<file path="config.mk">
export PLATFORM = sky130hd
export DESIGN_NAME = timestamp_to_calendar_date
export DESIGN_NICKNAME = d
export VERILOG_FILES = /design/src/ttcd_pkg.sv /design/src/ttcd_day_split.sv /design/src/ttcd_clock.sv /design/src/ttcd_date.sv /design/src/timestamp_to_calendar_date.sv
export SDC_FILE = /design/constraint.sdc
export NUM_CORES = 2
export LEC_CHECK = 0
export ABC_CLOCK_PERIOD_IN_PS = 39900
export BUFFER_PORTS_ARGS = -buffer_cell sky130_fd_sc_hd__clkbuf_2
export CORE_MARGIN = 2
export CORE_UTILIZATION = 45
export CTS_CLUSTER_SIZE = 8
export DETAILED_ROUTE_END_ITERATION = 10
export SKIP_CTS_REPAIR_TIMING = 1
export SYNTH_ARGS = -nofsm -noshare
export SYNTH_HDL_FRONTEND = slang
export SYNTH_SLANG_ARGS = --single-unit
</file>
<file path="constraint.sdc">
create_clock -name clk -period 39.9 [get_ports clk]
set_input_delay 7.98 -clock clk [delete_from_list [all_inputs] [get_ports clk]]
set_output_delay 7.98 -clock clk [all_outputs]
set_load 0.02 [all_outputs]
</file>
<file path="src/ttcd_pkg.sv">
`timescale 1ns / 1ps
`default_nettype none

package ttcd_pkg;

	localparam int unsigned SECS_W   = 32;
	localparam int unsigned DAYS_W   = 16;
	localparam int unsigned REM_W    = 17;
	localparam int unsigned YEAR_W   = 8;
	localparam int unsigned MONTH_W  = 4;
	localparam int unsigned DAY_W    = 5;
	localparam int unsigned HOUR_W   = 5;
	localparam int unsigned MINUTE_W = 6;
	localparam int unsigned WDAY_W   = 3;
	localparam int unsigned DOY_W    = 9;

	localparam logic [16:0] SECS_PER_DAY  = 17'd86400;
	localparam logic [11:0] SECS_PER_HOUR = 12'd3600;
	localparam logic [2:0]  DAYS_PER_WEEK = 3'd7;
	localparam logic [2:0]  EPOCH_WDAY    = 3'd2;

	// Days are taken as (secs >> 7) / 675 through a reciprocal; the
	// estimate is low by at most one and is fixed after the back multiply.
	localparam int unsigned DAY_PRE_SHIFT = 7;
	localparam logic [16:0] DAY_RECIP     = 17'd99420;
	localparam int unsigned DAY_SHIFT     = 26;
	localparam logic [18:0] HOUR_RECIP    = 19'd298262;
	localparam int unsigned HOUR_SHIFT    = 30;
	localparam logic [14:0] MIN_RECIP     = 15'd17477;
	localparam int unsigned MIN_SHIFT     = 20;
	localparam logic [16:0] WEEK_RECIP    = 17'd74899;
	localparam int unsigned WEEK_SHIFT    = 19;

	localparam logic [7:0] YEAR_MAX       = 8'd136;
	localparam logic [7:0] YEAR_NO_LEAP   = 8'd120;
	localparam int unsigned SPLIT_LAT     = 3;
	localparam int unsigned DATE_LAT      = YEAR_W + 3;
	localparam int unsigned CLK_LAT       = 5;
	localparam int unsigned CLK_PAD       = DATE_LAT - CLK_LAT;

	typedef struct packed {
		logic [HOUR_W-1:0]   hour;
		logic [MINUTE_W-1:0] minute;
		logic [WDAY_W-1:0]   wday;
	} clk_fields_t;

	// First day of a year, counted from the epoch. Year 2100 is the only
	// year in range that is divisible by four and not a leap year.
	function automatic logic [16:0] year_start(input logic [7:0] y);
		logic [16:0] base;
		logic [8:0]  leaps;
		base  = 17'(y) * 17'd365;
		leaps = (9'(y) + 9'd3) >> 2;
		year_start = base + 17'(leaps) - 17'(y > YEAR_NO_LEAP);
	endfunction

	function automatic logic is_leap(input logic [7:0] y);
		is_leap = (y[1:0] == 2'b00) && (y != YEAR_NO_LEAP);
	endfunction

	// First day of month m (0 is January) within its year.
	function automatic logic [DOY_W-1:0] month_start(input logic [3:0] m, input logic leap);
		logic [DOY_W-1:0] s;
		case (m)
			4'd0:    s = 9'd0;
			4'd1:    s = 9'd31;
			4'd2:    s = 9'd59;
			4'd3:    s = 9'd90;
			4'd4:    s = 9'd120;
			4'd5:    s = 9'd151;
			4'd6:    s = 9'd181;
			4'd7:    s = 9'd212;
			4'd8:    s = 9'd243;
			4'd9:    s = 9'd273;
			4'd10:   s = 9'd304;
			4'd11:   s = 9'd334;
			default: s = 9'd0;
		endcase
		month_start = s + 9'(leap && (m >= 4'd2));
	endfunction

endpackage

`default_nettype wire

</file>
<file path="src/ttcd_day_split.sv">
`timescale 1ns / 1ps
`default_nettype none

module ttcd_day_split
	import ttcd_pkg::*;
(
	input  wire logic              clk,
	input  wire logic              arst_n,
	input  wire logic              en,
	input  wire logic              valid_in,
	input  wire logic [SECS_W-1:0] secs,
	output logic                   valid_out,
	output logic [DAYS_W-1:0]      days,
	output logic [REM_W-1:0]       rem
);

	localparam int unsigned PRE_W = SECS_W - DAY_PRE_SHIFT;

	logic                    vld_s1, vld_s2, vld_s3;
	logic [PRE_W+16:0]       est_s1;
	logic [SECS_W-1:0]       secs_s1, secs_s2;
	logic [DAYS_W-1:0]       q_s2;
	logic [DAYS_W+16:0]      back_s2;
	logic [DAYS_W-1:0]       q_est;
	logic [17:0]             diff;
	logic                    over;

	assign q_est = est_s1[DAY_SHIFT +: DAYS_W];
	assign diff  = 18'(secs_s2 - back_s2[SECS_W-1:0]);
	assign over  = diff >= 18'(SECS_PER_DAY);

	always_ff @(posedge clk or negedge arst_n) begin
		if (!arst_n) begin
			vld_s1 <= 1'b0;
			vld_s2 <= 1'b0;
			vld_s3 <= 1'b0;
		end else if (en) begin
			vld_s1 <= valid_in;
			vld_s2 <= vld_s1;
			vld_s3 <= vld_s2;
		end
	end

	always_ff @(posedge clk) begin
		if (en) begin
			est_s1  <= (PRE_W + 17)'(secs[SECS_W-1:DAY_PRE_SHIFT]) * (PRE_W + 17)'(DAY_RECIP);
			secs_s1 <= secs;
			q_s2    <= q_est;
			back_s2 <= (DAYS_W + 17)'(q_est) * (DAYS_W + 17)'(SECS_PER_DAY);
			secs_s2 <= secs_s1;
			days    <= q_s2 + DAYS_W'(over);
			rem     <= over ? REM_W'(diff - 18'(SECS_PER_DAY)) : REM_W'(diff);
		end
	end

	assign valid_out = vld_s3;

endmodule

`default_nettype wire

</file>
<file path="src/ttcd_clock.sv">
`timescale 1ns / 1ps
`default_nettype none

module ttcd_clock
	import ttcd_pkg::*;
(
	input  wire logic              clk,
	input  wire logic              en,
	input  wire logic [DAYS_W-1:0] days,
	input  wire logic [REM_W-1:0]  rem,
	output clk_fields_t            fields
);

	logic [35:0]         hprod_s1;
	logic [33:0]         wprod_s1;
	logic [REM_W-1:0]    rem_s1, rem_s2;
	logic [16:0]         wnum_s1, wnum_s2;
	logic [HOUR_W-1:0]   hour_s2, hour_s3, hour_s4, hour_s5;
	logic [12:0]         wq_s2;
	logic [11:0]         mrem_s3;
	logic [WDAY_W-1:0]   wday_s3, wday_s4, wday_s5;
	logic [26:0]         mprod_s4;
	logic [MINUTE_W-1:0] minute_s5;
	logic [16:0]         wnum;
	logic [16:0]         hour_secs;
	logic [16:0]         week_days;
	clk_fields_t         pad_s [0:CLK_PAD];

	assign wnum      = 17'(days) + 17'(EPOCH_WDAY);
	assign hour_secs = 17'(hour_s2) * 17'(SECS_PER_HOUR);
	assign week_days = 17'(wq_s2) * 17'(DAYS_PER_WEEK);

	always_ff @(posedge clk) begin
		if (en) begin
			hprod_s1  <= 36'(rem) * 36'(HOUR_RECIP);
			wprod_s1  <= 34'(wnum) * 34'(WEEK_RECIP);
			rem_s1    <= rem;
			wnum_s1   <= wnum;
			hour_s2   <= hprod_s1[HOUR_SHIFT +: HOUR_W];
			wq_s2     <= wprod_s1[WEEK_SHIFT +: 13];
			rem_s2    <= rem_s1;
			wnum_s2   <= wnum_s1;
			mrem_s3   <= 12'(rem_s2 - hour_secs);
			wday_s3   <= WDAY_W'(wnum_s2 - week_days);
			hour_s3   <= hour_s2;
			mprod_s4  <= 27'(mrem_s3) * 27'(MIN_RECIP);
			hour_s4   <= hour_s3;
			wday_s4   <= wday_s3;
			minute_s5 <= mprod_s4[MIN_SHIFT +: MINUTE_W];
			hour_s5   <= hour_s4;
			wday_s5   <= wday_s4;
		end
	end

	assign pad_s[0] = '{hour: hour_s5, minute: minute_s5, wday: wday_s5};

	for (genvar k = 0; k < CLK_PAD; k++) begin : g_pad
		always_ff @(posedge clk) begin
			if (en) begin
				pad_s[k+1] <= pad_s[k];
			end
		end
	end

	assign fields = pad_s[CLK_PAD];

endmodule

`default_nettype wire

</file>
<file path="src/ttcd_date.sv">
`timescale 1ns / 1ps
`default_nettype none

module ttcd_date
	import ttcd_pkg::*;
(
	input  wire logic              clk,
	input  wire logic              arst_n,
	input  wire logic              en,
	input  wire logic              valid_in,
	input  wire logic [DAYS_W-1:0] days,
	output logic                   valid_out,
	output logic [YEAR_W-1:0]      year_offset,
	output logic [MONTH_W-1:0]     month_number,
	output logic [DAY_W-1:0]       day_of_month
);

	logic [YEAR_W-1:0]  idx_s  [0:YEAR_W];
	logic [DAYS_W-1:0]  days_s [0:YEAR_W];
	logic               vld_s  [0:YEAR_W];

	logic               vld_s9, vld_s10, vld_s11;
	logic [DOY_W-1:0]   doy_s9, doy_s10;
	logic               leap_s9, leap_s10;
	logic [YEAR_W-1:0]  yr_s9, yr_s10;
	logic [MONTH_W-1:0] mon_s10;
	logic [MONTH_W-1:0] mon_cnt;

	assign idx_s[0]  = '0;
	assign days_s[0] = days;
	assign vld_s[0]  = valid_in;

	// Binary search over year starts, one bit of the year offset per stage.
	for (genvar k = 0; k < YEAR_W; k++) begin : g_search
		localparam logic [YEAR_W-1:0] STEP = YEAR_W'(1) << (YEAR_W - 1 - k);
		logic [YEAR_W-1:0] cand;
		logic              take;

		assign cand = idx_s[k] | STEP;
		assign take = (cand <= YEAR_MAX) && (17'(days_s[k]) >= year_start(cand));

		always_ff @(posedge clk or negedge arst_n) begin
			if (!arst_n) begin
				vld_s[k+1] <= 1'b0;
			end else if (en) begin
				vld_s[k+1] <= vld_s[k];
			end
		end

		always_ff @(posedge clk) begin
			if (en) begin
				idx_s[k+1]  <= take ? cand : idx_s[k];
				days_s[k+1] <= days_s[k];
			end
		end
	end

	always_comb begin
		mon_cnt = '0;
		for (int i = 1; i < 12; i++) begin
			mon_cnt = mon_cnt + MONTH_W'(doy_s9 >= month_start(MONTH_W'(i), leap_s9));
		end
	end

	always_ff @(posedge clk or negedge arst_n) begin
		if (!arst_n) begin
			vld_s9  <= 1'b0;
			vld_s10 <= 1'b0;
			vld_s11 <= 1'b0;
		end else if (en) begin
			vld_s9  <= vld_s[YEAR_W];
			vld_s10 <= vld_s9;
			vld_s11 <= vld_s10;
		end
	end

	always_ff @(posedge clk) begin
		if (en) begin
			doy_s9       <= DOY_W'(17'(days_s[YEAR_W]) - year_start(idx_s[YEAR_W]));
			leap_s9      <= is_leap(idx_s[YEAR_W]);
			yr_s9        <= idx_s[YEAR_W];
			mon_s10      <= mon_cnt;
			doy_s10      <= doy_s9;
			leap_s10     <= leap_s9;
			yr_s10       <= yr_s9;
			month_number <= mon_s10 + MONTH_W'(1);
			day_of_month <= DAY_W'(doy_s10 - month_start(mon_s10, leap_s10) + DOY_W'(1));
			year_offset  <= yr_s10;
		end
	end

	assign valid_out = vld_s11;

endmodule

`default_nettype wire

</file>
<file path="src/timestamp_to_calendar_date.sv">
`timescale 1ns / 1ps
`default_nettype none

// Converts a 32-bit count of seconds since 1980-01-01 00:00:00 into year offset, month, day of
// month, hour, minute and weekday (Sunday is 0); seconds within the minute are dropped. The block
// is a fully pipelined datapath that takes one item per clock, in which three stages split the
// count into days and seconds of the day by reciprocal multiplication, then eight stages search
// the year by its bits and three more resolve month and day, while the time of day and weekday
// are computed alongside. A stall at the output holds the whole pipeline, and in_ready is high
// whenever the output register is empty or taken.

module timestamp_to_calendar_date
	import ttcd_pkg::*;
(
	input  wire logic              clk,
	input  wire logic              arst_n,
	input  wire logic              in_valid,
	output logic                   in_ready,
	input  wire logic [SECS_W-1:0] seconds_since_epoch,
	output logic                   out_valid,
	input  wire logic              out_ready,
	output logic [YEAR_W-1:0]      year_offset,
	output logic [MONTH_W-1:0]     month_number,
	output logic [DAY_W-1:0]       day_of_month,
	output logic [HOUR_W-1:0]      hour_of_day,
	output logic [MINUTE_W-1:0]    minute_of_hour,
	output logic [WDAY_W-1:0]      weekday
);

	logic              en;
	logic              split_vld;
	logic [DAYS_W-1:0] split_days;
	logic [REM_W-1:0]  split_rem;
	clk_fields_t       tod;

	assign en       = out_ready || !out_valid;
	assign in_ready = en;

	ttcd_day_split u_split (
		.clk       (clk),
		.arst_n    (arst_n),
		.en        (en),
		.valid_in  (in_valid),
		.secs      (seconds_since_epoch),
		.valid_out (split_vld),
		.days      (split_days),
		.rem       (split_rem)
	);

	ttcd_date u_date (
		.clk          (clk),
		.arst_n       (arst_n),
		.en           (en),
		.valid_in     (split_vld),
		.days         (split_days),
		.valid_out    (out_valid),
		.year_offset  (year_offset),
		.month_number (month_number),
		.day_of_month (day_of_month)
	);

	ttcd_clock u_clock (
		.clk    (clk),
		.en     (en),
		.days   (split_days),
		.rem    (split_rem),
		.fields (tod)
	);

	assign hour_of_day    = tod.hour;
	assign minute_of_hour = tod.minute;
	assign weekday        = tod.wday;

endmodule

`default_nettype wire

</file>
Yosys cells after proc, flatten, opt, wreduce, memory -nomap -nowiden
Memory sizes are Yosys's and may differ from the RTL's. A register that Yosys moved wholly into a read port is not among the register bits.
Cells that the tools add are included.
{ "classes": {"add_sub_neg": 55, "n_mul": 15, "n_lt_le_gt_ge": 36, "eq_ne": 1, "muxes": 4, "n_reduce_logical": 12} }
{ "ops": {"columns": ["op", "count"], "rows": [
  ["17-bit by 7-bit adder with 17-bit output", 7],
  ["16-bit by 17-bit greater-or-equal comparator with 1-bit output", 7],
  ["8-bit by 9-bit multiplier with 17-bit output (second input constant)", 7],
  ["17-bit by 1-bit subtractor with 17-bit output", 7],
  ["8-bit by 2-bit adder with 9-bit output (second input constant)", 8],
  ["8-bit by 7-bit > comparator with 1-bit output (second input constant)", 8],
  ["9-bit greater-or-equal comparator", 7],
  ["8-bit <= comparator (second input constant)", 7],
  ["25-bit by 15-bit multiplier with 40-bit output (second input constant)", 1],
  ["4-bit by 1-bit adder with 4-bit output", 9],
  ["8-bit by 1-bit adder with 9-bit output (first input constant)", 4],
  ["17-bit by 18-bit multiplier with 34-bit output (second input constant)", 1],
  ["17-bit by 17-bit multiplier with 32-bit output (second input constant)", 1],
  ["9-bit by 1-bit adder with 9-bit output (first input constant)", 3],
  ["12-bit by 15-bit multiplier with 26-bit output (second input constant)", 1],
  ["18-bit by 17-bit greater-or-equal comparator with 1-bit output (second input constant)", 1],
  ["9-bit by 8-bit greater-or-equal comparator with 1-bit output", 2],
  ["18-bit subtractor", 1],
  ["16-bit by 2-bit adder with 17-bit output (second input constant)", 1],
  ["17-bit two-way mux", 1],
  ["17-bit subtractor (second input constant)", 1],
  ["16-bit by 1-bit adder with 16-bit output", 1],
  ["7-bit by 1-bit adder with 8-bit output (first input constant)", 2],
  ["16-bit greater-or-equal comparator (second input constant)", 1],
  ["26 further kinds", 34]
]} }
{ "word_totals": {"regBits": 654, "mem_bits_ro": 144, "input_bits": 36, "memories": 1} }
{ "mem_list": {"columns": ["memory", "depth", "word_bits", "read_ports", "rd_clocked_by_memory_dff", "write_ports", "line_no", "text"], "rows": [
  ["(no name shown)", 16, 9, 1, 1, 0, "ttcd_pkg.sv:64", "case (m)"]
]} }

Longest topological paths before layout
{ "logic_depth": {"ltp_word": 13, "ltp_mapped": 26, "ltp_nobuf": 26} }

Hierarchy
From an unflattened synthesis, not the netlist that was laid out.
{ "hier_totals": {"hier_cells": 3773, "area_unflattened_um2": 44779.2} }
{ "by_module_without_submodules": {"columns": ["mod", "n_inst", "cells_each", "area_each_um2", "seq_area_each_um2"], "rows": [
  ["ttcd_date", 1, 1718, 19607.6, 6681.4],
  ["ttcd_clock", 1, 1161, 14508.9, 5345.1],
  ["ttcd_day_split", 1, 893, 10656.5, 3408.3],
  ["timestamp_to_calendar_date", 1, 1, 6.3, 0.0]
]} }

Worst setup path before layout
Ideal clock, no wire load.
{ "synth_timing": {"path_kind": "input to output", "startpoint": "in out_ready", "endpoint": "out in_ready", "arrival_time_ns": 22.232, "path_slack_ns": 9.688, "stages": 3, "n_path_buf": 2, "path_cell_list": "nand2b_1 > buf_1 > buf_1"} }
{ "synth_between": {"elab_chain_cells": 1} }
{ "synth_rtl": {"columns": ["item", "line_no", "text"], "rows": [
  ["from (decl)", "timestamp_to_calendar_date.sv:21", "input wire logic out_ready,"],
  ["1-bit logical OR", "timestamp_to_calendar_date.sv:36", "assign en = out_ready || !out_valid;"],
  ["to (decl)", "timestamp_to_calendar_date.sv:18", "output logic in_ready,"]
]} }
Every way passes these cells.

Worst setup path in the final report
Ends and elaborated chain as after synthesis.

==> impl_metrics.yaml <==
flow_run:
  maxCapViolations: 0
floorplan:
  pin_count: 69
  dieArea_um2: 100000
  die_w_um: 317
  die_h_um: 317
  coreArea_um2: 96900
  rows: 114
  start_util_pct: 45.5
critical_path:
  crit_path_start_kind: "primary input"
  crit_type: "primary input to primary output"
  worstPathArrival_ps: 8980
  cp-end-kind: "primary output"
  crit_fanout: 63
  worstPathRequired_ps: 31920
cells_and_area:
  antenna_cells: 0
  drive_above_1_share_pct: 5.53
  area_growth_pct: 9.10
  fin_nets: 5110
  utilization_pct: 49.6
timing:
  skew_ps: 15.8
  rsz0062_at_grt: "false"
  post-route-min-period_ps: 16960
  finalMaxSlewViolations: 0
  fmax_mhz: 59.0
  worst_pin_slew_ps: 947
  hold_viol_final: 0
  final.setup.tns_ps: 0
  period_share_pct: 42.5
  setup_viol: 0
  max_slew_margin_pct: 36.9
yosys:
  muxShareOfSynthArea_pct: 0.500
  synth-xor-area-share_pct: 4.57
  syn_area_um2: 44100
  synthAdderAreaFrac_pct: 42.2
  yosysSeqAreaShare_pct: 34.9
  synthCells: 3660
  synth_top_family_by_area: "adder cells"
  syn_nets: 4977
  yosys_warnings: 0
  yosys.area_share.simple_pct: 4.44
  synth_compound_area_share_pct: 6.41
  synthArstFlopShare_pct: 2.71
  ys_ff_latch: 516
  synth_cell_type_count: 74
  syn_area_per_cell_um2: 12.0
  synth_edf_count: 497
  synthFlopType: "edfxtp_1"
global_route:
  grt.overflow.total: 0
  grt_pass1_vias: 26296
  track_usage_pct: 16.0
  antenna_found_initial: 0
  grt_pass1_wl_mm: 130
  grt_max_degree: 75
drt:
  drc: 1
  vias_per_cell: 4.90
  vias: 24943
  ant_nets: 0
  drt_iter0_drc: 915
  drt_wl_total_mm: 75.9
  wl_per_cell_um: 14.9
  firstDrtPassIters: 8
cts:
  htreeDepth: 3
  clk_pin_slew_worst_paths_ps: 50
  cts_sinks: 516
  clockBufferDepth: 3
  numCtsBuffers: 77
  insertion_delay_ps: 610
  cts_root_buffer: "clkbuf_16"
  cts_tree: "yes"
outcome:
  violations: "design-rule violations"
  run_status: "complete, but fails checks"
place:
  globalplace.congestion: 0.859
  io_buffers: 68
  dpl.hpwl_mm: 61.1
min_path:
  hold_path.class: "register to register"
[worst paths after layout]
kind / start / to / slack [ps] / depth (start not counted)
min in group asynchronous: arst_n / u_date.vld_s10$_DFFE_PN0N_ / 7260 / 1
hold / removal: u_clock.pad_s[51]$_DFFE_PN_ / u_clock.pad_s[37]$_DFFE_PN_ / 400 / 0
setup / recovery: out_ready / in_ready / 22940 / 3
max in group asynchronous: arst_n / u_date.vld_s[4]$_DFFE_PN0N_ / 32390 / 1
hold reg to reg: u_clock.pad_s[51]$_DFFE_PN_ / u_clock.pad_s[37]$_DFFE_PN_ / 400 / 0
setup reg to reg: u_date.g_search[6].cand[6]$_DFFE_PN_ / u_date.g_search[7].cand[1]$_SDFFCE_PP1N_ / 33210 / 22
[cell families (layout without fill, tap and decap cells)]
| kind of cell | after synthesis | in the layout |
|---|---|---|
| AND/OR/NAND/NOR | 386 | 386 |
| adder cells (fa/ha/maj) | 1281 | 1281 |
| flip-flops | 516 | 516 |
| AO/OA/AOI/OAI | 425 | 425 |
| multiplexers | 20 | 20 |
| XOR/XNOR | 230 | 230 |
| buffers and inverters | 802 | 959 |
[cells in the mapped netlist (3+ instances only)]
| master | n | area share, % |
|---|---|---|
| and3_1 | 11 | 0.16 |
| or3_1 | 6 | 0.085 |
| inv_1 | 781 | 6.7 |
| o21ai_0 | 77 | 0.87 |
| nand3_1 | 49 | 0.56 |
| a221oi_1 | 4 | 0.079 |
| dfrtp_1 | 14 | 0.80 |
| buf_4 | 14 | 0.24 |
| a31oi_1 | 18 | 0.26 |
| a21oi_2 | 3 | 0.060 |
| a41oi_1 | 4 | 0.079 |
| nand2b_1 | 27 | 0.38 |
| nand2_1 | 79 | 0.67 |
| o221ai_1 | 4 | 0.079 |
| nor3b_1 | 3 | 0.051 |
| o21a_1 | 33 | 0.56 |
| dfxtp_1 | 5 | 0.23 |
| a2111oi_0 | 7 | 0.14 |
| or2_2 | 20 | 0.28 |
| ha_1 | 939 | 27 |
| a21o_1 | 54 | 0.92 |
| nor2_1 | 73 | 0.62 |
| edfxtp_1 | 497 | 34 |
| and2_1 | 10 | 0.14 |
| fa_1 | 342 | 16 |
| nor2b_1 | 32 | 0.45 |
| o21bai_1 | 22 | 0.37 |
| nand4_1 | 28 | 0.40 |
| mux2i_1 | 4 | 0.091 |
| mux2_2 | 16 | 0.41 |
| a21oi_1 | 114 | 1.3 |
| a211o_1 | 9 | 0.18 |
| o311ai_0 | 3 | 0.060 |
| or4_1 | 3 | 0.051 |
| o211ai_1 | 10 | 0.17 |
| nor4_1 | 7 | 0.099 |
| xnor2_1 | 155 | 3.1 |
| a211oi_1 | 12 | 0.20 |
| xor2_1 | 75 | 1.5 |
| a21boi_0 | 9 | 0.15 |
| o31ai_1 | 12 | 0.20 |
| nor3_1 | 32 | 0.36 |
[layout make-up]
cell class | count | area, um2
fill | 8593 | 48800
multi-input combinational | 2342 | 25600
sequential | 516 | 15400
inverter | 781 | 2930
clock buffer | 88 | 2000
tap | 1276 | 1600
timing repair buffer | 75 | 393
clock inverter | 15 | 164
[flip-flops by register name, indices dropped and copies added, names as in the netlist, 8 cells and up, named ones only]
register              cells
u_date.idx_s              8
u_date.days_s           121
u_split.est_s1           16
u_clock.fields           14
u_clock.rem_s2           12
u_date.vld_s              8
u_clock.pad_s            70
u_clock.mrem_s3          12
u_date.g_search.cand     28
u_date.yr_s9              8
u_date.doy_s9             9
u_split.rem              17
u_date.year_offset        8
u_split.secs_s1          18
u_split.q_s2             16
u_split.days             16
u_date.yr_s10             8
u_clock.rem_s1           12
u_split.back_s2          10
u_split.secs_s2          18
[critical path, stage by stage]
cell and delay [ps]:
clkbuf_2 70, nand2b_4 620, clkbuf_2 300
[stage by stage]
stage,cells,cell area (um2),setup WS (ps),hold slack [ps]
after detailed placement,4990,45900,22880,405
after global routing,5093,48100,22820,404
final,5093,48100,22940,405
after floorplan,3660,44100,9690,400
after global placement,4990,45900,22890,400
after CTS,5093,48100,22880,395
[cell usage in the layout (no fill, tap or decap), types with 73 or more instances in the layout]
cell,synthesis,final
xnor2_1,155,155
ha_1,939,939
a21oi_1,114,114
fa_1,342,342
nor2_1,73,73
clkbuf_16,0,78
nand2_1,79,79
o21ai_0,77,77
inv_1,781,781
xor2_1,75,75
edfxtp_1,497,497
[per-layer routing]
layer | vias to the layer above | GRT usage [%] | wire length (um)
met2 | 236 | 28.3 | 38100
met5 | - | 0 | 0
met1 | 11914 | 20.6 | 34300
met4 | 0 | 4.46 | 1580
met3 | 95 | 2.01 | 1960
li1 | 12698 | - | -
Power is not shown: default switching activity piles up to over one toggle a cycle in this logic, so the estimate is an artifact.
